$ cat config.mk
export PLATFORM = sky130hd
export DESIGN_NAME = tcw_front
export DESIGN_NICKNAME = d
export VERILOG_FILES = /design/src/rtl/core/text_console_writer_assert.svh /design/src/rtl/core/tcw_pkg.sv /design/src/rtl/core/tcw_front.sv
export SDC_FILE = /design/constraint.sdc
export NUM_CORES = 1
export LEC_CHECK = 0
export BUFFER_PORTS_ARGS = -buffer_cell sky130_fd_sc_hd__buf_2
export CORE_UTILIZATION = 36
export DETAILED_ROUTE_END_ITERATION = 6
export HOLD_SLACK_MARGIN = 0.15
export PLACE_DENSITY = 0.75
export SLEW_MARGIN = 20
export SYNTH_ARGS = -nofsm -noshare
export SYNTH_HDL_FRONTEND = slang
export SYNTH_SLANG_ARGS = --single-unit
$ cat constraint.sdc
create_clock -name i_clk -period 1.3 [get_ports i_clk]
set_input_delay 0.13 -clock i_clk [delete_from_list [all_inputs] [get_ports i_clk]]
set_output_delay 0.13 -clock i_clk [all_outputs]
set_load 0.05 [all_outputs]
$ cat src/rtl/core/text_console_writer_assert.svh
// Assertion macros shared by the text console writer RTL.
`ifndef TEXT_CONSOLE_WRITER_ASSERT_SVH
`define TEXT_CONSOLE_WRITER_ASSERT_SVH

// Same-cycle implication, checked out of reset.
`define TCW_ASSERT_IMPL(label, clk, rst_n, ante, cons, msg) \
    label: assert property (@(posedge clk) disable iff (!(rst_n)) (ante) |-> (cons)) \
        else $error(msg);

// Next-cycle implication, checked out of reset.
`define TCW_ASSERT_NEXT(label, clk, rst_n, ante, cons, msg) \
    label: assert property (@(posedge clk) disable iff (!(rst_n)) (ante) |=> (cons)) \
        else $error(msg);

`endif

$ cat src/rtl/core/tcw_pkg.sv
// Shared types and constants of the text console writer.
`default_nettype none

package tcw_pkg;

    localparam int ROW_W  = 5;
    localparam int COL_W  = 7;
    localparam int LIN_W  = 11;
    localparam int CELL_W = 16;
    localparam int CHAR_W = 8;
    localparam int ATTR_W = 8;
    localparam int ACT_W  = 2;
    localparam int LINF_W = ROW_W + COL_W;

    localparam logic [ACT_W-1:0] ACT_PUT   = 2'd0;
    localparam logic [ACT_W-1:0] ACT_READ  = 2'd1;
    localparam logic [ACT_W-1:0] ACT_CLEAR = 2'd2;
    localparam logic [ACT_W-1:0] ACT_SET   = 2'd3;

    localparam logic [CHAR_W-1:0] CH_BACKSPACE = 8'd8;
    localparam logic [CHAR_W-1:0] CH_TAB       = 8'd9;
    localparam logic [CHAR_W-1:0] CH_NEWLINE   = 8'd10;
    localparam logic [CHAR_W-1:0] BLANK_CHAR   = 8'h20;

    localparam logic [ATTR_W-1:0] RESET_ATTR = 8'h07;
    localparam logic [ATTR_W-1:0] ERASE_ATTR = 8'h0F;

    localparam int TAB_STEP    = 4;
    localparam int QUEUE_DEPTH = 2;

    typedef enum logic [2:0] {
        OP_PUT_CHAR,
        OP_NEWLINE,
        OP_TAB,
        OP_BACKSPACE,
        OP_READ,
        OP_CLEAR,
        OP_SET_CURSOR
    } t_op;

    typedef enum logic [2:0] {
        S_INIT,
        S_IDLE,
        S_CLEAR,
        S_COPY,
        S_BLANK,
        S_DONE
    } t_state;

    typedef struct packed {
        t_op               op;
        logic [CHAR_W-1:0] ch;
        logic [ROW_W-1:0]  row;
        logic [COL_W-1:0]  col;
        logic              in_range;
    } t_cmd;

    typedef struct packed {
        logic              scroll;
        logic [CELL_W-1:0] cell_data;
        logic [LIN_W-1:0]  lin;
        logic [COL_W-1:0]  col;
        logic [ROW_W-1:0]  row;
    } t_result;

endpackage

`default_nettype wire

$ cat src/rtl/core/tcw_front.sv
// Front end: accept input words and classify them into commands.
`default_nettype none

module tcw_front import tcw_pkg::*; #(
    parameter int COLUMNS = 80,
    parameter int ROWS    = 25
) (
    input  wire logic              i_clk,
    input  wire logic              i_rst_n,
    input  wire logic              i_valid,
    output logic                   o_ready,
    input  wire logic [ACT_W-1:0]  i_action,
    input  wire logic [CHAR_W-1:0] i_char_code,
    input  wire logic [ROW_W-1:0]  i_target_row,
    input  wire logic [COL_W-1:0]  i_target_col,
    output logic                   o_cmd_valid,
    input  wire logic              i_cmd_ready,
    output t_cmd                   o_cmd
);

    logic r_valid;
    t_cmd r_cmd;
    t_cmd n_cmd;

    always_comb begin
        n_cmd          = '0;
        n_cmd.ch       = i_char_code;
        n_cmd.row      = i_target_row;
        n_cmd.col      = i_target_col;
        n_cmd.in_range = (32'(i_target_row) < ROWS) && (32'(i_target_col) < COLUMNS);
        unique case (i_action)
            ACT_PUT: begin
                unique case (i_char_code)
                    CH_NEWLINE:   n_cmd.op = OP_NEWLINE;
                    CH_TAB:       n_cmd.op = OP_TAB;
                    CH_BACKSPACE: n_cmd.op = OP_BACKSPACE;
                    default:      n_cmd.op = OP_PUT_CHAR;
                endcase
            end
            ACT_READ:  n_cmd.op = OP_READ;
            ACT_CLEAR: n_cmd.op = OP_CLEAR;
            ACT_SET:   n_cmd.op = OP_SET_CURSOR;
            default:   n_cmd.op = OP_SET_CURSOR;
        endcase
    end

    // Hold the classified word until the queue takes it.
    assign o_ready     = !r_valid || i_cmd_ready;
    assign o_cmd_valid = r_valid;
    assign o_cmd       = r_cmd;

    always_ff @(posedge i_clk) begin
        if (!i_rst_n) begin
            r_valid <= 1'b0;
        end else if (i_valid && o_ready) begin
            r_valid <= 1'b1;
        end else if (i_cmd_ready) begin
            r_valid <= 1'b0;
        end
    end

    always_ff @(posedge i_clk) begin
        if (i_valid && o_ready) begin
            r_cmd <= n_cmd;
        end
    end

endmodule

`default_nettype wire

Word-level counts from Yosys, hierarchy flattened
Index checks and enable logic that the tools add are counted.
{ "totals": {"register_bits": 25, "inputBits": 26, "elab_cells": 24} }
{ "classes": {"reduce_logical": 6, "muxes": 4, "magnitude_cmp": 2, "n_eq_ne": 6} }
{ "op_table": {"columns": ["cell", "count"], "rows": [
  ["8-bit by 4-bit equality test with 1-bit output (second input constant)", 3],
  ["3-bit one-hot mux with 4 select lines", 1],
  ["7-bit less-than comparator (second input constant)", 1],
  ["2-bit one-hot mux with 3 select lines", 1],
  ["5-bit less-than comparator (second input constant)", 1],
  ["2-bit equality test (second input constant)", 2],
  ["2-bit by 1-bit equality test with 1-bit output (second input constant)", 1],
  ["1-bit logical AND", 2],
  ["2-bit logical NOT", 1],
  ["1-bit two-way mux", 2],
  ["2-bit nonzero test", 1],
  ["1-bit logical NOT", 1],
  ["1-bit logical OR", 1]
]} }

Longest topological paths before layout
{ "logic_depth": {"depth_word": 4, "mapped_depth": 2} }

Least setup slack after synthesis
OpenSTA, ideal clock, no wires.
{ "synth_path": {"path_type": "reg2reg", "from": "register r_valid, in the netlist o_cmd_valid", "to": "register r_cmd, in the netlist o_cmd[0], enable pin", "slack_ns": -0.743, "path_buffers": 0, "setup_time_ns": 0.383, "path_stages_with_launch": 3, "arrival_ns": 1.661, "cell_sequence": "dfxtp_1 -> nand2b_1 -> and2_1"} }
{ "synth_via": {"elab_chain_len": 3} }
{ "synth_lines": {"columns": ["item", "line_no", "rtl"], "rows": [
  ["start, declared", "tcw_front.sv:21", "logic r_valid;"],
  ["start signal, assigned", "tcw_front.sv:54", "r_valid <= 1'b0;"],
  ["start signal, assigned", "tcw_front.sv:56", "r_valid <= 1'b1;"],
  ["start signal, assigned", "tcw_front.sv:58", "r_valid <= 1'b0;"],
  ["1-bit logical NOT", "tcw_front.sv:48", "assign o_ready = !r_valid || i_cmd_ready;"],
  ["1-bit logical OR", "tcw_front.sv:48", null],
  ["via o_ready", "tcw_front.sv:11", "output logic o_ready,"],
  ["1-bit logical AND", "tcw_front.sv:63", "if (i_valid && o_ready) begin"],
  ["end signal, assigned", "tcw_front.sv:64", "r_cmd <= n_cmd;"],
  ["end, declared", "tcw_front.sv:22", "t_cmd r_cmd;"]
]} }
The timed path passes the listed nets, and every way through them passes these cells.
A chain may end at the register's enable or synchronous reset.

==> key figures <==
Outcome
  – Result of the run: finished clean

Synth
  – Cell area after synthesis: 835 um2
  – Synth Warn #: 0
  – Post-Synthesis Cells: 39
  – Average footprint of a synthesized cell: 21.4 um2
  – Number of distinct library cells after synthesis: 12
  – Nets in the synthesized netlist: 65
  – Yosys reg bits: 25
  – Sequential-to-total area share from yosys stat: 88.8%

Detailed routing
  – Via count of the routed design: 642
  – Drc violations: 0
  – Residual antenna-violating net count after detailed routing: 0
  – Detailed Route Iter0 Violations: 6
  – Vias/cell: 4.43
  – Average wire per cell in the routed design: 11.8 um
  – Total iterations of the first detailed-routing run: 4
  – Aggregate routed wire length: 1710 um

Timing
  – TNS Setup: 0 ps
  – Achievable Freq: 778 MHz
  – Final-layout worst hold slack: 128 ps
  – Worst relative slew slack: 79.8%
  – Transition time of the tightest slew-check pin: 303 ps
  – Count of endpoints failing setup in the final report: 0
  – Worst clock skew: 0.473 ps
  – Final Hold Fails: 0
  – Final slew viol count: 0
  – Share of the cycle needed by the critical path after routing: 98.8%
  – Final WS setup: 15.0 ps
  – Tmin final: 1280 ps
  – Setup repair after global routing missed its margin: false

Clock tree
  – Total CTS buffers: 3
  – Clock-pin slew on the worst setup and hold paths: 120 ps
  – H-tree lvl count: 1
  – Clock insertion delay at the later pin of the skew report: 300 ps
  – CTS tree: built
  – CTS-repair resized insts: 0
  – Cell at the root of the clock tree: clkbuf_4
  – Hold-fix buffer count after cts: 23
  – Clock Sinks: 25
  – Worst-case clock buffer depth: 2

Global route
  – Overflow after GRT: 0
  – Antenna violations before repair: 0
  – Wire length of the first global-routing pass: 2730 um
  – Vias in the first global route: 632
  – Pin count of the biggest net entering global routing: 25
  – GRT Total Usage: 14.7%

Die
  – Row count: 17
  – Die outline height: 50.1 um
  – Die area: 2510 um2
  – Initial core utilization: 38.1%
  – Core Footprint: 2190 um2
  – Die span in x: 50.1 um
  – Top-level I/O count: 52

Power
  – Power Density: 1160 nW/um2
  – Leakage power total: 0.592 nW
  – Maximum resistive drop on vdd: 0.631 mV

Place
  – Inst Count DP: 118
  – Final HPWL from detailed placement: 1180 um
  – Worst slack after detailed placement: -15.3 ps
  – Count of port buffers added during placement: 51
  – Placer congestion estimate: 0.633

Setup path
  – Startpoint class of the critical path: primary input
  – Count of buffer and inverter cells on the critical path: 2
  – Worst endpoint data arrival time: 1400 ps
  – Slowest CP cell: dlygate4sd3_1
  – Cell family with the largest share of critical-path delay: buffers and inverters
  – Crit path kind: primary input to register
  – Worst-path cell chain: dlygate4sd3_1 -> buf_2 -> or2_2 -> o41ai_1
  – Required time at the endpoint of the critical path: 1420 ps
  – CP Capture Type: register
  – Highest cell delay on the worst timing path: 530 ps
  – Max FO, Critical Path: 3

Layout
  – Reg area: 742 um2
  – Antenna fix cells: 0
  – Fill cell count: 160
  – Layout-stage area growth over the synthesis result: 66.9%
  – Number of nets in the layout: 144
  – Multi-input gate area in the final layout: 100 um2
  – Final instance count without filler cells: 145
  – Ratio of cells with drive above 1 in the final layout: 50.4%

Hold path
  – Worst min-delay path category: primary input to register

Flow run
  – Count of max-cap constraint violations: 0
[metal layers]
layer	GRT usage (%)	wire (um)	vias up	part of all wire, %
li1	-	-	310	-
met1	15.6	668	295	39
met2	27.8	894	35	52
met3	1.52	122	2	7.1
met4	8.57	20	0	1.2
met5	0	0	-	0
[flip-flops by register name (all words and copies together) (netlist names)]
register	cells
o_cmd	24
o_cmd_valid	1
[final cells by class]
class	count	area share, %
tap	28	2.52
sequential	25	53.3
multi-input combinational	13	7.19
clock buffer	4	1.89
inverter	1	0.270
timing repair buffer	74	34.9
[final timing paths]
check / start / endpoint / slack [ps] / depth (start not counted)
max: i_action[1] / o_cmd[22] / 20 / 4
min: i_action[0] / o_cmd[22] / 130 / 3
max reg2reg: o_cmd_valid / o_cmd_valid / 90 / 3
min reg2reg: o_cmd_valid / o_cmd[11] / 840 / 2
[Yosys cell counts]
master,number,share of area [%]
dfxtp_1,1,2.4
o41ai_1,2,2.1
nand2_1,1,0.45
a21boi_0,1,0.90
edfxtp_1,24,86
and2_1,2,1.5
o21ai_0,1,0.60
or4b_1,1,1.2
inv_1,1,0.45
nand2b_1,2,1.5
o311ai_0,1,1.0
or2_2,2,1.5
[through the flow]
step | power, mW | instance area [um2] | util [%]
after floorplan | 1.17 | 846 | -
after global placement | 1.26 | 1140 | 51.9
after detailed placement | 1.27 | 1140 | 51.9
after CTS | 1.63 | 1390 | 63.6
after global routing | 1.69 | 1390 | 63.6
final | 1.62 | 1390 | 63.6
[timing repair]
item                                   CTS  global route
setup buffers                            0             0
endpoints found under the hold margin   24             2
setup endpoints to repair                0             0
[cells by family after synthesis]
logic type	after synthesis	share of synthesized area [%]
flops	25	88.8
buf+inv	1	0.449
simple gates	8	6.15
compound gates	5	4.65
[report_power, final]
| group | switching, mW | leakage [nW] | total (mW) | internal, mW |
|---|---|---|---|---|
| sequential | 0.0117 | 0.241 | 0.950 | 0.939 |
| clock | 0.204 | 0.0150 | 0.323 | 0.119 |
| combinational | 0.232 | 0.336 | 0.348 | 0.116 |
| total | 0.447 | 0.592 | 1.62 | 1.17 |
[layout by cell type (no fill, tap or decap), drive strengths merged]
cell	netlist	routed
or2	2	2
edfxtp	24	24
dlygate4sd3	0	23
nand2b	2	2
o41ai	2	2
inv	1	1
a21boi	1	1
buf	0	51
nand2	1	1
dfxtp	1	1
and2	2	2
o21ai	1	1
o311ai	1	1
or4b	1	1
clkbuf	0	4
[worst reg2reg max path, delay by kind of cell, from the launching register on]
family	cells	cell delay (ps)
buf+inv	1	560
compound gates	1	170
flops	1	370
simple gates	1	60
(Power assumes the default switching activity.)
