--- src/rtl/core/text_console_writer_assert.svh ---
// Assertion macros shared by the text console writer RTL.
`ifndef TEXT_CONSOLE_WRITER_ASSERT_SVH
`define TEXT_CONSOLE_WRITER_ASSERT_SVH

// Same-cycle implication, checked out of reset.
`define TCW_ASSERT_IMPL(label, clk, rst_n, ante, cons, msg) \
    label: assert property (@(posedge clk) disable iff (!(rst_n)) (ante) |-> (cons)) \
        else $error(msg);

// Next-cycle implication, checked out of reset.
`define TCW_ASSERT_NEXT(label, clk, rst_n, ante, cons, msg) \
    label: assert property (@(posedge clk) disable iff (!(rst_n)) (ante) |=> (cons)) \
        else $error(msg);

`endif

--- src/rtl/core/tcw_pkg.sv ---
// Shared types and constants of the text console writer.
`default_nettype none

package tcw_pkg;

    localparam int ROW_W  = 5;
    localparam int COL_W  = 7;
    localparam int LIN_W  = 11;
    localparam int CELL_W = 16;
    localparam int CHAR_W = 8;
    localparam int ATTR_W = 8;
    localparam int ACT_W  = 2;
    localparam int LINF_W = ROW_W + COL_W;

    localparam logic [ACT_W-1:0] ACT_PUT   = 2'd0;
    localparam logic [ACT_W-1:0] ACT_READ  = 2'd1;
    localparam logic [ACT_W-1:0] ACT_CLEAR = 2'd2;
    localparam logic [ACT_W-1:0] ACT_SET   = 2'd3;

    localparam logic [CHAR_W-1:0] CH_BACKSPACE = 8'd8;
    localparam logic [CHAR_W-1:0] CH_TAB       = 8'd9;
    localparam logic [CHAR_W-1:0] CH_NEWLINE   = 8'd10;
    localparam logic [CHAR_W-1:0] BLANK_CHAR   = 8'h20;

    localparam logic [ATTR_W-1:0] RESET_ATTR = 8'h07;
    localparam logic [ATTR_W-1:0] ERASE_ATTR = 8'h0F;

    localparam int TAB_STEP    = 4;
    localparam int QUEUE_DEPTH = 2;

    typedef enum logic [2:0] {
        OP_PUT_CHAR,
        OP_NEWLINE,
        OP_TAB,
        OP_BACKSPACE,
        OP_READ,
        OP_CLEAR,
        OP_SET_CURSOR
    } t_op;

    typedef enum logic [2:0] {
        S_INIT,
        S_IDLE,
        S_CLEAR,
        S_COPY,
        S_BLANK,
        S_DONE
    } t_state;

    typedef struct packed {
        t_op               op;
        logic [CHAR_W-1:0] ch;
        logic [ROW_W-1:0]  row;
        logic [COL_W-1:0]  col;
        logic              in_range;
    } t_cmd;

    typedef struct packed {
        logic              scroll;
        logic [CELL_W-1:0] cell_data;
        logic [LIN_W-1:0]  lin;
        logic [COL_W-1:0]  col;
        logic [ROW_W-1:0]  row;
    } t_result;

endpackage

`default_nettype wire

--- src/rtl/core/tcw_fifo.sv ---
// Short command queue between the front and back ends.
`default_nettype none

module tcw_fifo import tcw_pkg::*; (
    input  wire logic i_clk,
    input  wire logic i_rst_n,
    input  wire logic i_valid,
    output logic      o_ready,
    input  wire t_cmd i_cmd,
    output logic      o_valid,
    input  wire logic i_ready,
    output t_cmd      o_cmd
);

    localparam int PTR_W = (QUEUE_DEPTH > 1) ? $clog2(QUEUE_DEPTH) : 1;
    localparam int CNT_W = $clog2(QUEUE_DEPTH + 1);

    t_cmd             r_mem [QUEUE_DEPTH];
    logic [PTR_W-1:0] r_wp;
    logic [PTR_W-1:0] r_rp;
    logic [CNT_W-1:0] r_cnt;
    logic             push;
    logic             pop;

    assign o_ready = (r_cnt != CNT_W'(QUEUE_DEPTH));
    assign o_valid = (r_cnt != '0);
    assign o_cmd   = r_mem[r_rp];
    assign push    = i_valid && o_ready;
    assign pop     = o_valid && i_ready;

    always_ff @(posedge i_clk) begin
        if (!i_rst_n) begin
            r_wp  <= '0;
            r_rp  <= '0;
            r_cnt <= '0;
        end else begin
            if (push) begin
                r_wp <= (r_wp == PTR_W'(QUEUE_DEPTH - 1)) ? '0 : r_wp + PTR_W'(1);
            end
            if (pop) begin
                r_rp <= (r_rp == PTR_W'(QUEUE_DEPTH - 1)) ? '0 : r_rp + PTR_W'(1);
            end
            if (push && !pop) begin
                r_cnt <= r_cnt + CNT_W'(1);
            end else if (pop && !push) begin
                r_cnt <= r_cnt - CNT_W'(1);
            end
        end
    end

    always_ff @(posedge i_clk) begin
        if (push) begin
            r_mem[r_wp] <= i_cmd;
        end
    end

endmodule

`default_nettype wire

--- config.mk ---
export PLATFORM = sky130hd
export DESIGN_NAME = tcw_fifo
export DESIGN_NICKNAME = d
export VERILOG_FILES = /design/src/rtl/core/text_console_writer_assert.svh /design/src/rtl/core/tcw_pkg.sv /design/src/rtl/core/tcw_fifo.sv
export SDC_FILE = /design/constraint.sdc
export NUM_CORES = 1
export LEC_CHECK = 0
export ABC_AREA = 1
export CORE_MARGIN = 2
export CORE_UTILIZATION = 30
export DETAILED_ROUTE_END_ITERATION = 12
export DONT_BUFFER_PORTS = 1
export GPL_TIMING_DRIVEN = 0
export PLACE_DENSITY = 0.47
export SKIP_LAST_GASP = 1
export SLEW_MARGIN = 25
export SYNTH_ARGS = -nofsm -noshare
export SYNTH_HDL_FRONTEND = slang
export SYNTH_SLANG_ARGS = --single-unit
--- constraint.sdc ---
create_clock -name i_clk -period 3.5 [get_ports i_clk]
set_input_delay 0.35 -clock i_clk [delete_from_list [all_inputs] [get_ports i_clk]]
set_output_delay 0.35 -clock i_clk [all_outputs]
set_load 0.005 [all_outputs]
# == Word-level counts from Yosys, hierarchy flattened ==
# Memory sizes are Yosys's and may differ from the RTL's. A register that Yosys moved wholly into a read port is not among the register bits.
# Cells that the tools add are included.
# word_totals
out_inout_bits,26
mem_count,1
ff_bits,4
word_cells,25
ramBits,48
in_bits,28
# memory_table
name,words,width,read_ports,rd_clocked_by_memory_dff,wr,line,source
r_mem,2,24,1,1,1,tcw_fifo.sv:18,t_cmd r_mem [QUEUE_DEPTH];
# classes
reduce_logical,8
add_sub_neg,4
muxes,8
n_eq_ne,1
# ops
op,n
$mux W1,6
$logic_and A1 B1 Y1,4
$mux W2,2
$reduce_bool A2 Y1,2
$add A1 B1 Y1 const B,2
$add A2 B1 Y2 const B,1
$logic_not A1 Y1,2
$ne A2 B2 Y1 const B,1
$sub A2 B1 Y2 const B,1

# == Longest topological paths before layout ==
# Gate-level depths: netlist of run 1.
# logic_depth
word_depth,6
depth_mapped,11
mapped_depth_nobuf,11

# == Worst setup path before layout of run 1 ==
# No wires, ideal clock.
# synth_path
kind,register -> register
start,register r_cnt[0]
end,memory r_mem[1][0] (netlist name) (enable)
required_ps,3095
n_path_buf,0
stages_incl_launch_ff,5
arrival_ps,1594
period_less_slack_ps,1999
setup_time_ps,405
setup_slack_ps,1501
cell_sequence,dfxtp_1 > inv_2 > nand2_1 > nand2_2 > nor2_1
# synth_via
elab_chain_len,4
# synth_lines
element,line,source
"start, declared",tcw_fifo.sv:21,logic [CNT_W-1:0] r_cnt;
"start signal, assigned",tcw_fifo.sv:44,r_cnt <= r_cnt + CNT_W'(1);
"start signal, assigned",tcw_fifo.sv:46,r_cnt <= r_cnt - CNT_W'(1);
$ne A2 B2 Y1,tcw_fifo.sv:25,assign o_ready = (r_cnt != CNT_W'(QUEUE_DEPTH));
net o_ready,tcw_fifo.sv:8,"output logic o_ready,"
$logic_and A1 B1 Y1,tcw_fifo.sv:28,assign push = i_valid && o_ready;
$mux W1,tcw_fifo.sv:52,if (push) begin
$mux W1 (not written as such),tcw_fifo.sv:53,r_mem[r_wp] <= i_cmd;
"end, declared",tcw_fifo.sv:18,
# The timed path passes the listed nets, and every way through them passes these cells.

==> impl_metrics.prom, run 1 <==
# TYPE chip_impl_metric gauge
chip_impl_metric{name="yosys.area.top_type_share",unit="%"} 69.3
chip_impl_info{name="tritoncts",value="done"} 1
chip_impl_info{name="holdCritPathClass",value="in -> reg"} 1
chip_impl_metric{name="final-setup-viol-count",unit=""} 0
chip_impl_metric{name="htreeDepth",unit=""} 2
chip_impl_metric{name="crit_required",unit="ps"} 3150
chip_impl_metric{name="yosys_register_bits",unit=""} 53
chip_impl_metric{name="first_pass_iters",unit=""} 2
chip_impl_metric{name="antenna_cells",unit=""} 0
chip_impl_metric{name="pin_count_of_the_biggest_net_entering_global_routing",unit=""} 17
chip_impl_info{name="cp-end-kind",value="primary output"} 1
chip_impl_metric{name="clk_pin_slew_worst_paths",unit="ps"} 90
chip_impl_metric{name="groute.usage.overall",unit="%"} 9.15
chip_impl_metric{name="antenna_violations_before_repair",unit=""} 0
chip_impl_info{name="worst-setup-path-type",value="reg -> out"} 1
chip_impl_metric{name="rrSetupSlack",unit="ps"} 1970
chip_impl_metric{name="dpl.hpwl",unit="microns"} 2410
chip_impl_metric{name="synth_warnings",unit=""} 0
chip_impl_metric{name="route.detailed.wl_per_inst",unit="microns"} 16.4
chip_impl_metric{name="postCtsSetupBuffers",unit=""} 0
chip_impl_metric{name="die_area",unit="sq um"} 7620
chip_impl_metric{name="hold_viol",unit=""} 0
chip_impl_metric{name="dr.first_iter.drc_count",unit=""} 35
chip_impl_metric{name="numCtsBuffers",unit=""} 5
chip_impl_metric{name="power_density",unit="nW/um^2"} 698
chip_impl_metric{name="worst-slew-pin-transition",unit="ps"} 411
chip_impl_info{name="clock-root-buffer",value="clkbuf_8"} 1
chip_impl_metric{name="cap_viol_max_count",unit=""} 0
chip_impl_metric{name="first_pass_grt_wire_length",unit="microns"} 5060
chip_impl_metric{name="pin_count",unit=""} 54
chip_impl_metric{name="synth_fp_nets",unit=""} 141
chip_impl_metric{name="cts_hold_repair.buffers",unit=""} 0
chip_impl_info{name="worst_setup_sp_type",value="register"} 1
chip_impl_metric{name="clk-insertion-delay-late",unit="ps"} 300
chip_impl_info{name="run_status",value="finished, final reports clean"} 1
chip_impl_metric{name="drc",unit=""} 0
chip_impl_info{name="grt_setup_unrepaired",value="false"} 1
chip_impl_metric{name="internal-power",unit="mW"} 1.22
chip_impl_metric{name="post_synthesis_average_cell_area",unit="sq um"} 18.6
chip_impl_metric{name="total_switching_power",unit="uW"} 421
chip_impl_metric{name="report.final.slew_viol_count",unit=""} 0
chip_impl_metric{name="cts.path.max_buffers",unit=""} 2
chip_impl_metric{name="path_max_fanout",unit=""} 10
chip_impl_metric{name="proportion_of_layout_cells_with_a_drive_suffix_above_1",unit="%"} 32.8
chip_impl_metric{name="power.share.switching",unit="%"} 25.6
chip_impl_metric{name="die_h",unit="microns"} 87.3
chip_impl_metric{name="gp_congestion",unit=""} 0.722
chip_impl_metric{name="grt_pass1_vias",unit=""} 1007
chip_impl_metric{name="combPwrFrac",unit="%"} 25.3
chip_impl_metric{name="core.rowCount",unit=""} 30
chip_impl_metric{name="detail_route.vias_per_cell",unit=""} 4.43
chip_impl_metric{name="seqPwrFrac",unit="%"} 50.7
chip_impl_metric{name="power.total",unit="mW"} 1.65
chip_impl_metric{name="max-vdd-ir-drop",unit="uV"} 251
chip_impl_metric{name="max_freq",unit="GHz"} 0.630
chip_impl_info{name="synth_largest_area_cell",value="edfxtp_1"} 1
chip_impl_metric{name="pwr-share-clk",unit="%"} 24.0
chip_impl_metric{name="detail_route.wirelength",unit="microns"} 3300
chip_impl_metric{name="slew_headroom",unit="%"} 72.5
chip_impl_metric{name="nets",unit=""} 150
chip_impl_metric{name="port_buffers",unit=""} 0
chip_impl_metric{name="synth_seq_area_share",unit="%"} 74.1
chip_impl_metric{name="final.setup.tns",unit="ps"} 0
chip_impl_metric{name="dieWidth",unit="microns"} 87.3
chip_impl_metric{name="skew",unit="ps"} 8.82
chip_impl_metric{name="area_growth",unit="%"} 13.3
chip_impl_metric{name="initial_core_util",unit="%"} 30.8
chip_impl_metric{name="timing.critical_path.arrival",unit="ps"} 1240
chip_impl_metric{name="netlist-cell-type-count",unit=""} 17
chip_impl_metric{name="ant_nets",unit=""} 0
chip_impl_metric{name="finalCriticalPeriod",unit="ps"} 1590
chip_impl_metric{name="finalCritPeriodShare",unit="%"} 45.4
chip_impl_info{name="ys_top_cells_by_area",value="edfxtp_1, mux2_4, dfxtp_1"} 1
chip_impl_metric{name="timing.hold.ws",unit="ps"} 138
chip_impl_metric{name="static-leakage-power",unit="nW"} 0.839
chip_impl_metric{name="ctsResizeCount",unit=""} 0
chip_impl_metric{name="total_number_of_vias",unit=""} 894
chip_impl_metric{name="clock_sink_count",unit=""} 53
chip_impl_metric{name="syn_inst",unit=""} 112
chip_impl_metric{name="fp.coreArea",unit="sq um"} 6760
chip_impl_metric{name="cell_area_after_synthesis",unit="sq um"} 2080
chip_impl_metric{name="grt.overflow.total",unit=""} 0
## routing by layer
metal  vias to the layer above  GRT usage [%]  share of wire, %
li1                        426              -                 -
met1                       434           9.07                36
met2                        29           16.3                54
met3                         5           4.64               7.8
met4                         0           3.36               1.6
met5                         -              0                 0
## power groups by stage
stage / registers [mW] / logic, mW / clock network, mW
after global routing: 0.845 / 0.454 / 0.438
final: 0.834 / 0.417 / 0.394
after floorplan: 0.841 / 0.323 / 0
after CTS: 0.835 / 0.431 / 0.413
after global placement: 0.847 / 0.377 / 0
after detailed placement: 0.850 / 0.430 / 0
## registers in the layout (all words and copies together), names as in the netlist, named ones only
| name | cells |
|---|---|
| r_mem | 48 |
| r_cnt | 2 |
| r_rp | 1 |
| r_wp | 1 |
## area by class of cell
| type | count | area (sq um) |
|---|---|---|
| timing repair buffer | 2 | 55.1 |
| clock inverter | 2 | 35.0 |
| sequential | 53 | 1540 |
| inverter | 8 | 30.0 |
| multi-input combinational | 48 | 473 |
| tap | 80 | 100 |
| clock buffer | 6 | 72.6 |
| buffer | 3 | 51.3 |
| fill | 648 | 4400 |
## path summary, 6_finish.rpt
path                                start            to  cells after the start
worst max-delay path             register      o_cmd[7]                      3
worst min-delay path            i_cmd[15]  r_mem[1][15]                      0
worst max register to register   r_cnt[0]  r_mem[0][22]                      5
worst min register to register       r_rp      register                      2
## layout by cell type (no fill, tap or decap), types with 2 or more instances in the layout
master | synthesis | routed
o21ai_0 | 2 | 2
buf_12 | 2 | 2
nor2_4 | 0 | 2
inv_1 | 7 | 7
nor2_1 | 8 | 6
edfxtp_1 | 48 | 48
buf_16 | 0 | 2
mux2_2 | 4 | 4
dfxtp_1 | 5 | 5
nand2_1 | 8 | 8
mux2_4 | 20 | 20
clkbuf_8 | 0 | 5
## cell families (layout without fill, tap and decap cells)
kind of cell | after synthesis | count (layout) | share of synthesized area, %
simple gates | 19 | 19 | 3.73
flops | 53 | 53 | 74.1
compound gates | 4 | 4 | 1.08
mux | 24 | 24 | 16.6
buf+inv | 11 | 21 | 3.91
fa+ha+maj | 1 | 1 | 0.601
## critical path, cell delays in order, from the launching register on
cell     delay (ps)
dfxtp_1         330
buf_6           140
buf_12          150
mux2_4          320
## cell usage after synthesis (all sizes together)
master,instances
o21ai,2
o21a,1
inv,8
nand2,9
nand4,1
buf,3
nor2,8
a21oi,1
ha,1
nand3,1
edfxtp,48
mux2,24
dfxtp,5
## per-stage QoR
step                cell area, sq um  setup slack [ps]  instances  utilization [%]
floorplan                       2080              1500        112                -
CTS                             2360              1880        202             34.9
global placement                2180               853        192             32.3
detailed placement              2250              1930        194             33.3
finish                          2360              1910        202             34.9
global route                    2360              1830        202             34.9
Note: power is estimated with default switching activity, not from simulation.
==> run 2, diff against run 1 <==
--- a/config.mk
+++ b/config.mk
@@ -11,7 +11,7 @@
 export DETAILED_ROUTE_END_ITERATION = 12
 export DONT_BUFFER_PORTS = 1
 export GPL_TIMING_DRIVEN = 0
-export PLACE_DENSITY = 0.47
+export PLACE_DENSITY = 0.48
 export SKIP_LAST_GASP = 1
 export SLEW_MARGIN = 25
 export SYNTH_ARGS = -nofsm -noshare
==> constraint.sdc (replaced) <==
create_clock -name i_clk -period 1.3 [get_ports i_clk]
set_input_delay 0.13 -clock i_clk [delete_from_list [all_inputs] [get_ports i_clk]]
set_output_delay 0.13 -clock i_clk [all_outputs]
set_load 0.005 [all_outputs]
==> run 2 against run 1 <==
  * The flow now finishes with violations (setup timing)
  * Sequential share of layout area is 11 points lower
  * Worst hold slack better by 45 ps
  * Non-clock buffer count is 38 higher
  * Global-route usage is 1.2 points higher
==> impl_metrics.prom, run 2 (same netlist as run 1, synthesis figures left out) <==
# TYPE chip_impl_metric gauge
chip_impl_info{name="run_status",value="finished with violations"} 1
chip_impl_info{name="violated_checks",value="setup timing"} 1
chip_impl_metric{name="die_area",unit="sq um"} 7620
chip_impl_metric{name="hold_viol",unit=""} 0
chip_impl_metric{name="largest_reg_flops",unit=""} 48
chip_impl_info{name="clock-root-buffer",value="clkbuf_8"} 1
chip_impl_metric{name="max_freq",unit="GHz"} 0.732
chip_impl_metric{name="crit_required",unit="ps"} 1170
chip_impl_metric{name="first_pass_grt_wire_length",unit="microns"} 5790
chip_impl_metric{name="groute.usage.overall",unit="%"} 10.3
chip_impl_metric{name="report.final.slew_viol_count",unit=""} 0
chip_impl_info{name="holdCritPathClass",value="in -> reg"} 1
chip_impl_metric{name="proportion_of_layout_cells_with_a_drive_suffix_above_1",unit="%"} 41.4
chip_impl_info{name="regMostFlops",value="r_mem"} 1
chip_impl_metric{name="clk_pin_slew_worst_paths",unit="ps"} 80
chip_impl_metric{name="power_density",unit="nW/um^2"} 1810
chip_impl_metric{name="max-vdd-ir-drop",unit="uV"} 933
chip_impl_metric{name="final-setup-viol-count",unit=""} 21
chip_impl_metric{name="hold-path-cell-count",unit=""} 4
chip_impl_metric{name="layout_setup_ws",unit="ps"} -66.0
chip_impl_info{name="most-common-layout-cells",value="edfxtp_1, dlygate4sd3_1, mux2_4"} 1
chip_impl_metric{name="ant_nets",unit=""} 0
chip_impl_metric{name="htreeDepth",unit=""} 2
chip_impl_metric{name="skew",unit="ps"} 6.59
chip_impl_metric{name="core.rowCount",unit=""} 30
chip_impl_info{name="hp-start",value="i_valid"} 1
chip_impl_metric{name="dr.first_iter.drc_count",unit=""} 20
chip_impl_info{name="timing.hold.worst_endpoint",value="r_cnt[0]"} 1
chip_impl_metric{name="area_growth",unit="%"} 37.3
chip_impl_metric{name="rrSetupSlack",unit="ps"} 0
chip_impl_metric{name="depth_of_the_worst_register_to_register_path",unit=""} 10
chip_impl_info{name="crit-reg2reg-capture",value="r_cnt[1]"} 1
chip_impl_metric{name="numCtsBuffers",unit=""} 5
chip_impl_metric{name="slew_headroom",unit="%"} 80.3
chip_impl_info{name="grt_setup_unrepaired",value="true"} 1
chip_impl_metric{name="first_pass_iters",unit=""} 4
chip_impl_metric{name="nets",unit=""} 190
chip_impl_info{name="crit_path_top_delay_cell",value="dfxtp_2"} 1
chip_impl_metric{name="cts.path.max_buffers",unit=""} 2
chip_impl_metric{name="total_number_of_vias",unit=""} 1100
chip_impl_metric{name="worst-slew-pin-transition",unit="ps"} 295
chip_impl_metric{name="instance_area_at_placement",unit="sq um"} 2210
chip_impl_metric{name="detail_route.vias_per_cell",unit=""} 4.55
chip_impl_metric{name="finalCritPeriodShare",unit="%"} 105
chip_impl_info{name="tritoncts",value="done"} 1
chip_impl_metric{name="timing.critical_path.arrival",unit="ps"} 1240
chip_impl_metric{name="fp.coreArea",unit="sq um"} 6760
chip_impl_info{name="crit-reg2reg-launch",value="r_cnt[0]"} 1
chip_impl_metric{name="path_max_fanout",unit=""} 8
chip_impl_metric{name="initial_core_util",unit="%"} 30.8
chip_impl_metric{name="gp_congestion",unit=""} 0.631
chip_impl_metric{name="dpl.hpwl",unit="microns"} 2160
chip_impl_info{name="worst-setup-path-type",value="reg -> out"} 1
chip_impl_metric{name="drc",unit=""} 0
chip_impl_metric{name="grt_pass1_vias",unit=""} 1157
chip_impl_metric{name="pin_count_of_the_biggest_net_entering_global_routing",unit=""} 17
chip_impl_info{name="cp-end-kind",value="primary output"} 1
chip_impl_metric{name="placement.setup.worst_slack",unit="ps"} -309
chip_impl_info{name="worstPathCellList",value="buf_12 -> clkbuf_16 -> mux2_4"} 1
chip_impl_metric{name="post-route-cell-area",unit="sq um"} 2860
chip_impl_metric{name="critical-path-max-stage-delay",unit="ps"} 350
chip_impl_metric{name="static-leakage-power",unit="nW"} 1.05
chip_impl_metric{name="port_buffers",unit=""} 0
chip_impl_info{name="top_regs",value="r_mem: 48 flops, r_cnt: 2 flops"} 1
chip_impl_info{name="worst_setup_sp_type",value="register"} 1
chip_impl_metric{name="finalCriticalPeriod",unit="ps"} 1370
chip_impl_metric{name="antenna_cells",unit=""} 0
chip_impl_info{name="final_common_cell",value="edfxtp_1"} 1
chip_impl_metric{name="pin_count",unit=""} 54
chip_impl_metric{name="dieWidth",unit="microns"} 87.3
chip_impl_metric{name="die_h",unit="microns"} 87.3
chip_impl_metric{name="grt.overflow.total",unit=""} 0
chip_impl_metric{name="detail_route.wirelength",unit="microns"} 4000
chip_impl_metric{name="clk-insertion-delay-late",unit="ps"} 300
chip_impl_metric{name="antenna_violations_before_repair",unit=""} 0
chip_impl_metric{name="clock_sink_count",unit=""} 53
chip_impl_metric{name="route.detailed.wl_per_inst",unit="microns"} 16.5
chip_impl_metric{name="cap_viol_max_count",unit=""} 0
run 2: metal layers:
layer  wire, microns  share of wire, %  vias up  track usage (%)
met5               0                 0        -                0
met3             203               5.1        2             3.13
met1            1720                43      547             12.3
met2            2060                52       42             17.9
li1                -                 -      509                -
met4              11              0.28        0             3.08
run 2: final cells by class:
cell class	count	area, sq um
Fill cell	607	3900
Sequential cell	53	1550
Multi-Input combinational cell	50	537
Timing Repair Buffer	40	443
Tap cell	80	100
Clock buffer	5	68.8
Clock inverter	3	65.1
Buffer	3	60.1
Inverter	8	35.0
run 2: worst max-delay path by stage:
| stage | to | slack, ps | depth (start not counted) |
|---|---|---|---|
| floorplan | r_mem[0][0] | -8 | 4 |
| global placement | r_mem[0][1] | -230 | 4 |
| detailed placement | r_mem[0][1] | -310 | 4 |
| CTS | o_cmd[19] | -100 | 3 |
| global route | o_cmd[11] | -130 | 3 |
| finish | o_cmd[2] | -70 | 3 |
run 2: power breakdown:
| part | switching [mW] | internal, mW | total [mW] | leakage [nW] |
|---|---|---|---|---|
| Clock | 0.501 | 0.764 | 1.27 | 0.0681 |
| Sequential | 0.121 | 2.17 | 2.29 | 0.491 |
| Combinational | 0.741 | 0.890 | 1.63 | 0.493 |
run 2: through the flow:
| stage | utilization, % | std cells | total power [mW] | hold WS (ps) | setup TNS [ps] |
|---|---|---|---|---|---|
| global placement | 32.7 | 192 | 3.35 | 229 | -10660 |
| floorplan | - | 112 | 3.19 | 229 | -188 |
| global route | 42.3 | 242 | 5.46 | 176 | -2710 |
| CTS | 40.8 | 237 | 5.03 | 86.6 | -1740 |
| finish | 42.3 | 242 | 5.19 | 184 | -1030 |
| detailed placement | 32.7 | 192 | 3.40 | 229 | -14300 |
run 2: worst max-delay path: cells and delay by family, from the launching register on:
| kind | cells | cell delay (ps) |
|---|---|---|
| flip-flops | 1 | 350 |
| buffers and inverters | 2 | 290 |
| multiplexers | 1 | 310 |
run 2: timing repair:
action	in CTS	in global routing
pin swaps	5	8
resized for setup	9	10
buffers inserted	10	3
setup endpoints to repair	70	37
hold buffers	25	0
hold endpoints to repair	53	0
gates cloned	2	2
==> run 3, diff against run 2 <==
--- a/config.mk
+++ b/config.mk
@@ -6,12 +6,12 @@
 export NUM_CORES = 1
 export LEC_CHECK = 0
 export ABC_AREA = 1
-export CORE_MARGIN = 2
+export CORE_MARGIN = 3
 export CORE_UTILIZATION = 30
 export DETAILED_ROUTE_END_ITERATION = 12
 export DONT_BUFFER_PORTS = 1
 export GPL_TIMING_DRIVEN = 0
-export PLACE_DENSITY = 0.48
+export PLACE_DENSITY = 0.47
 export SKIP_LAST_GASP = 1
 export SLEW_MARGIN = 25
 export SYNTH_ARGS = -nofsm -noshare
==> constraint.sdc (replaced) <==
create_clock -name i_clk -period 1.49 [get_ports i_clk]
set_input_delay 0.149 -clock i_clk [delete_from_list [all_inputs] [get_ports i_clk]]
set_output_delay 0.149 -clock i_clk [all_outputs]
set_load 0.005 [all_outputs]
==> run 3 against run 2 <==
  * The flow still finishes with violations (setup timing)
  * Routed wire length down 13%
  * Die area up 4.6%
  * Worst hold slack improved by 6.6 ps
  * Total power fell by 24%
  * Via count is 7.5% lower
  * Cell count shrank 7.9%
  * Sequential power fell by 14%
  * Global-route usage is 1.3 points lower
==> impl_metrics.prom, run 3 (same netlist as run 1, synthesis figures left out) <==
# TYPE chip_impl_metric gauge
chip_impl_info{name="run_status",value="finished with violations"} 1
chip_impl_info{name="violated_checks",value="setup timing"} 1
chip_impl_metric{name="power_density",unit="nW/um^2"} 1520
chip_impl_metric{name="timing.hold.ws",unit="ps"} 190
chip_impl_metric{name="instance_area_at_placement",unit="sq um"} 2190
chip_impl_metric{name="fp.coreArea",unit="sq um"} 6530
chip_impl_metric{name="max_freq",unit="GHz"} 0.665
chip_impl_info{name="cp-end-kind",value="register"} 1
chip_impl_metric{name="placement.setup.worst_slack",unit="ps"} -175
chip_impl_metric{name="dr.first_iter.drc_count",unit=""} 58
chip_impl_info{name="final_common_cell",value="edfxtp_1"} 1
chip_impl_metric{name="antenna_cells",unit=""} 0
chip_impl_metric{name="area_growth",unit="%"} 24.7
chip_impl_metric{name="final-setup-viol-count",unit=""} 24
chip_impl_metric{name="htreeDepth",unit=""} 2
chip_impl_info{name="most-common-layout-cells",value="edfxtp_1, dlygate4sd3_1, mux2_4"} 1
chip_impl_info{name="top_regs",value="r_mem: 48 flops, r_cnt: 2 flops"} 1
chip_impl_metric{name="antenna_violations_before_repair",unit=""} 0
chip_impl_metric{name="drc",unit=""} 0
chip_impl_metric{name="hold_viol",unit=""} 0
chip_impl_metric{name="path_max_fanout",unit=""} 24
chip_impl_metric{name="clk-insertion-delay-late",unit="ps"} 290
chip_impl_metric{name="worst-slew-pin-transition",unit="ps"} 739
chip_impl_info{name="worst_setup_sp_type",value="register"} 1
chip_impl_metric{name="layout_setup_ws",unit="ps"} -13.7
chip_impl_metric{name="core.rowCount",unit=""} 29
chip_impl_info{name="tritoncts",value="done"} 1
chip_impl_metric{name="critical-path-max-stage-delay",unit="ps"} 570
chip_impl_metric{name="clock_sink_count",unit=""} 53
chip_impl_metric{name="static-leakage-power",unit="nW"} 0.934
chip_impl_metric{name="cts.path.max_buffers",unit=""} 2
chip_impl_metric{name="groute.usage.overall",unit="%"} 9.04
chip_impl_metric{name="max-vdd-ir-drop",unit="uV"} 612
chip_impl_info{name="critical_path.startpoint",value="r_cnt[0]"} 1
chip_impl_metric{name="grt_pass1_vias",unit=""} 1072
chip_impl_metric{name="finalCritPeriodShare",unit="%"} 101
chip_impl_info{name="clock-root-buffer",value="clkbuf_8"} 1
chip_impl_metric{name="dieWidth",unit="microns"} 89.3
chip_impl_info{name="holdCritPathClass",value="in -> reg"} 1
chip_impl_info{name="crit_path_top_delay_cell",value="nor2_4"} 1
chip_impl_metric{name="report.final.slew_viol_count",unit=""} 0
chip_impl_metric{name="detail_route.vias_per_cell",unit=""} 4.57
chip_impl_metric{name="timing.critical_path.arrival",unit="ps"} 1430
chip_impl_metric{name="initial_core_util",unit="%"} 31.9
chip_impl_metric{name="finalCriticalPeriod",unit="ps"} 1500
chip_impl_metric{name="post-route-cell-area",unit="sq um"} 2590
chip_impl_info{name="regMostFlops",value="r_mem"} 1
chip_impl_metric{name="dp_cells",unit=""} 189
chip_impl_info{name="crit-reg2reg-launch",value="r_cnt[0]"} 1
chip_impl_metric{name="crit_required",unit="ps"} 1420
chip_impl_metric{name="die_h",unit="microns"} 89.3
chip_impl_info{name="worstPathCellList",value="inv_4 -> nand2_4 -> nand2_4 -> nor2_4"} 1
chip_impl_metric{name="final.setup.tns",unit="ps"} -228
chip_impl_metric{name="detail_route.wirelength",unit="microns"} 3460
chip_impl_info{name="grt_setup_unrepaired",value="true"} 1
chip_impl_info{name="hp-start",value="i_ready"} 1
chip_impl_metric{name="layout.cells.non_filler",unit=""} 223
chip_impl_metric{name="clk_pin_slew_worst_paths",unit="ps"} 80
chip_impl_metric{name="numCtsBuffers",unit=""} 5
chip_impl_metric{name="grt.overflow.total",unit=""} 0
chip_impl_info{name="crit_top_cell",value="nand2_4"} 1
chip_impl_metric{name="nets",unit=""} 175
chip_impl_info{name="worst-setup-path-type",value="reg -> reg"} 1
chip_impl_metric{name="pin_count",unit=""} 54
chip_impl_metric{name="dpl.hpwl",unit="microns"} 2310
chip_impl_metric{name="total_number_of_vias",unit=""} 1018
chip_impl_metric{name="route.detailed.wl_per_inst",unit="microns"} 15.5
chip_impl_metric{name="proportion_of_layout_cells_with_a_drive_suffix_above_1",unit="%"} 32.2
chip_impl_metric{name="slew_headroom",unit="%"} 50.6
chip_impl_metric{name="pin_count_of_the_biggest_net_entering_global_routing",unit=""} 25
chip_impl_metric{name="die_area",unit="sq um"} 7970
chip_impl_metric{name="ant_nets",unit=""} 0
chip_impl_metric{name="gp_congestion",unit=""} 0.649
chip_impl_metric{name="cap_viol_max_count",unit=""} 0
chip_impl_metric{name="port_buffers",unit=""} 0
chip_impl_metric{name="first_pass_iters",unit=""} 4
chip_impl_metric{name="skew",unit="ps"} 4.61
chip_impl_metric{name="first_pass_grt_wire_length",unit="microns"} 5220
chip_impl_metric{name="largest_reg_flops",unit=""} 48
==> run 3: final timing paths <==
| kind | slack [ps] | end | depth (start not counted) |
|---|---|---|---|
| setup / recovery | -10 | r_mem[0][23] | 4 |
| hold / removal | 190 | register | 4 |
| setup reg to reg | -10 | r_mem[0][23] | 4 |
| hold reg to reg | 520 | register | 2 |
==> run 3: metal layers <==
metal | GRT usage (%) | wire length, microns
met1 | 10.1 | 1340
met2 | 14.9 | 1830
met3 | 3.87 | 228
met4 | 4.06 | 62
met5 | 0 | 0
==> run 3: worst max-delay path, delay by kind of cell, from the launching register on <==
family	cells	cell delay, ps
buffers and inverters	1	50
DFF	1	370
and+or+nand+nor	3	710
==> run 3: metrics by stage <==
stage	utilization (%)	power, mW
4_1_cts	39.0	3.91
5_1_grt	39.7	4.19
3_3_place_gp	33.4	2.88
3_5_place_dp	33.6	2.93
2_1_floorplan	-	2.74
6_report	39.7	3.95
==> run 3: layout make-up <==
class                           instances  area [sq um]
Multi-Input combinational cell         48           498
Fill cell                             614          3940
Clock inverter                          2          35.0
Sequential cell                        53          1550
Clock buffer                            5          68.8
Inverter                                8          32.5
Timing Repair Buffer                   27           265
Tap cell                               77          96.3
Buffer                                  3          51.3
==> run 3: power by group <==
part	total, mW	switching [mW]	internal, mW
Combinational	1.07	0.530	0.536
Sequential	1.98	0.0851	1.89
Clock	0.909	0.421	0.488
==> run 3: repair_timing <==
| item | CTS | global route |
|---|---|---|
| hold endpoints to repair | 53 | 0 |
| setup endpoints to repair | 49 | 50 |
| pin swaps | 1 | 3 |
| hold buffers | 25 | 0 |
| buffers inserted | 0 | 2 |
| resized for setup | 1 | 10 |
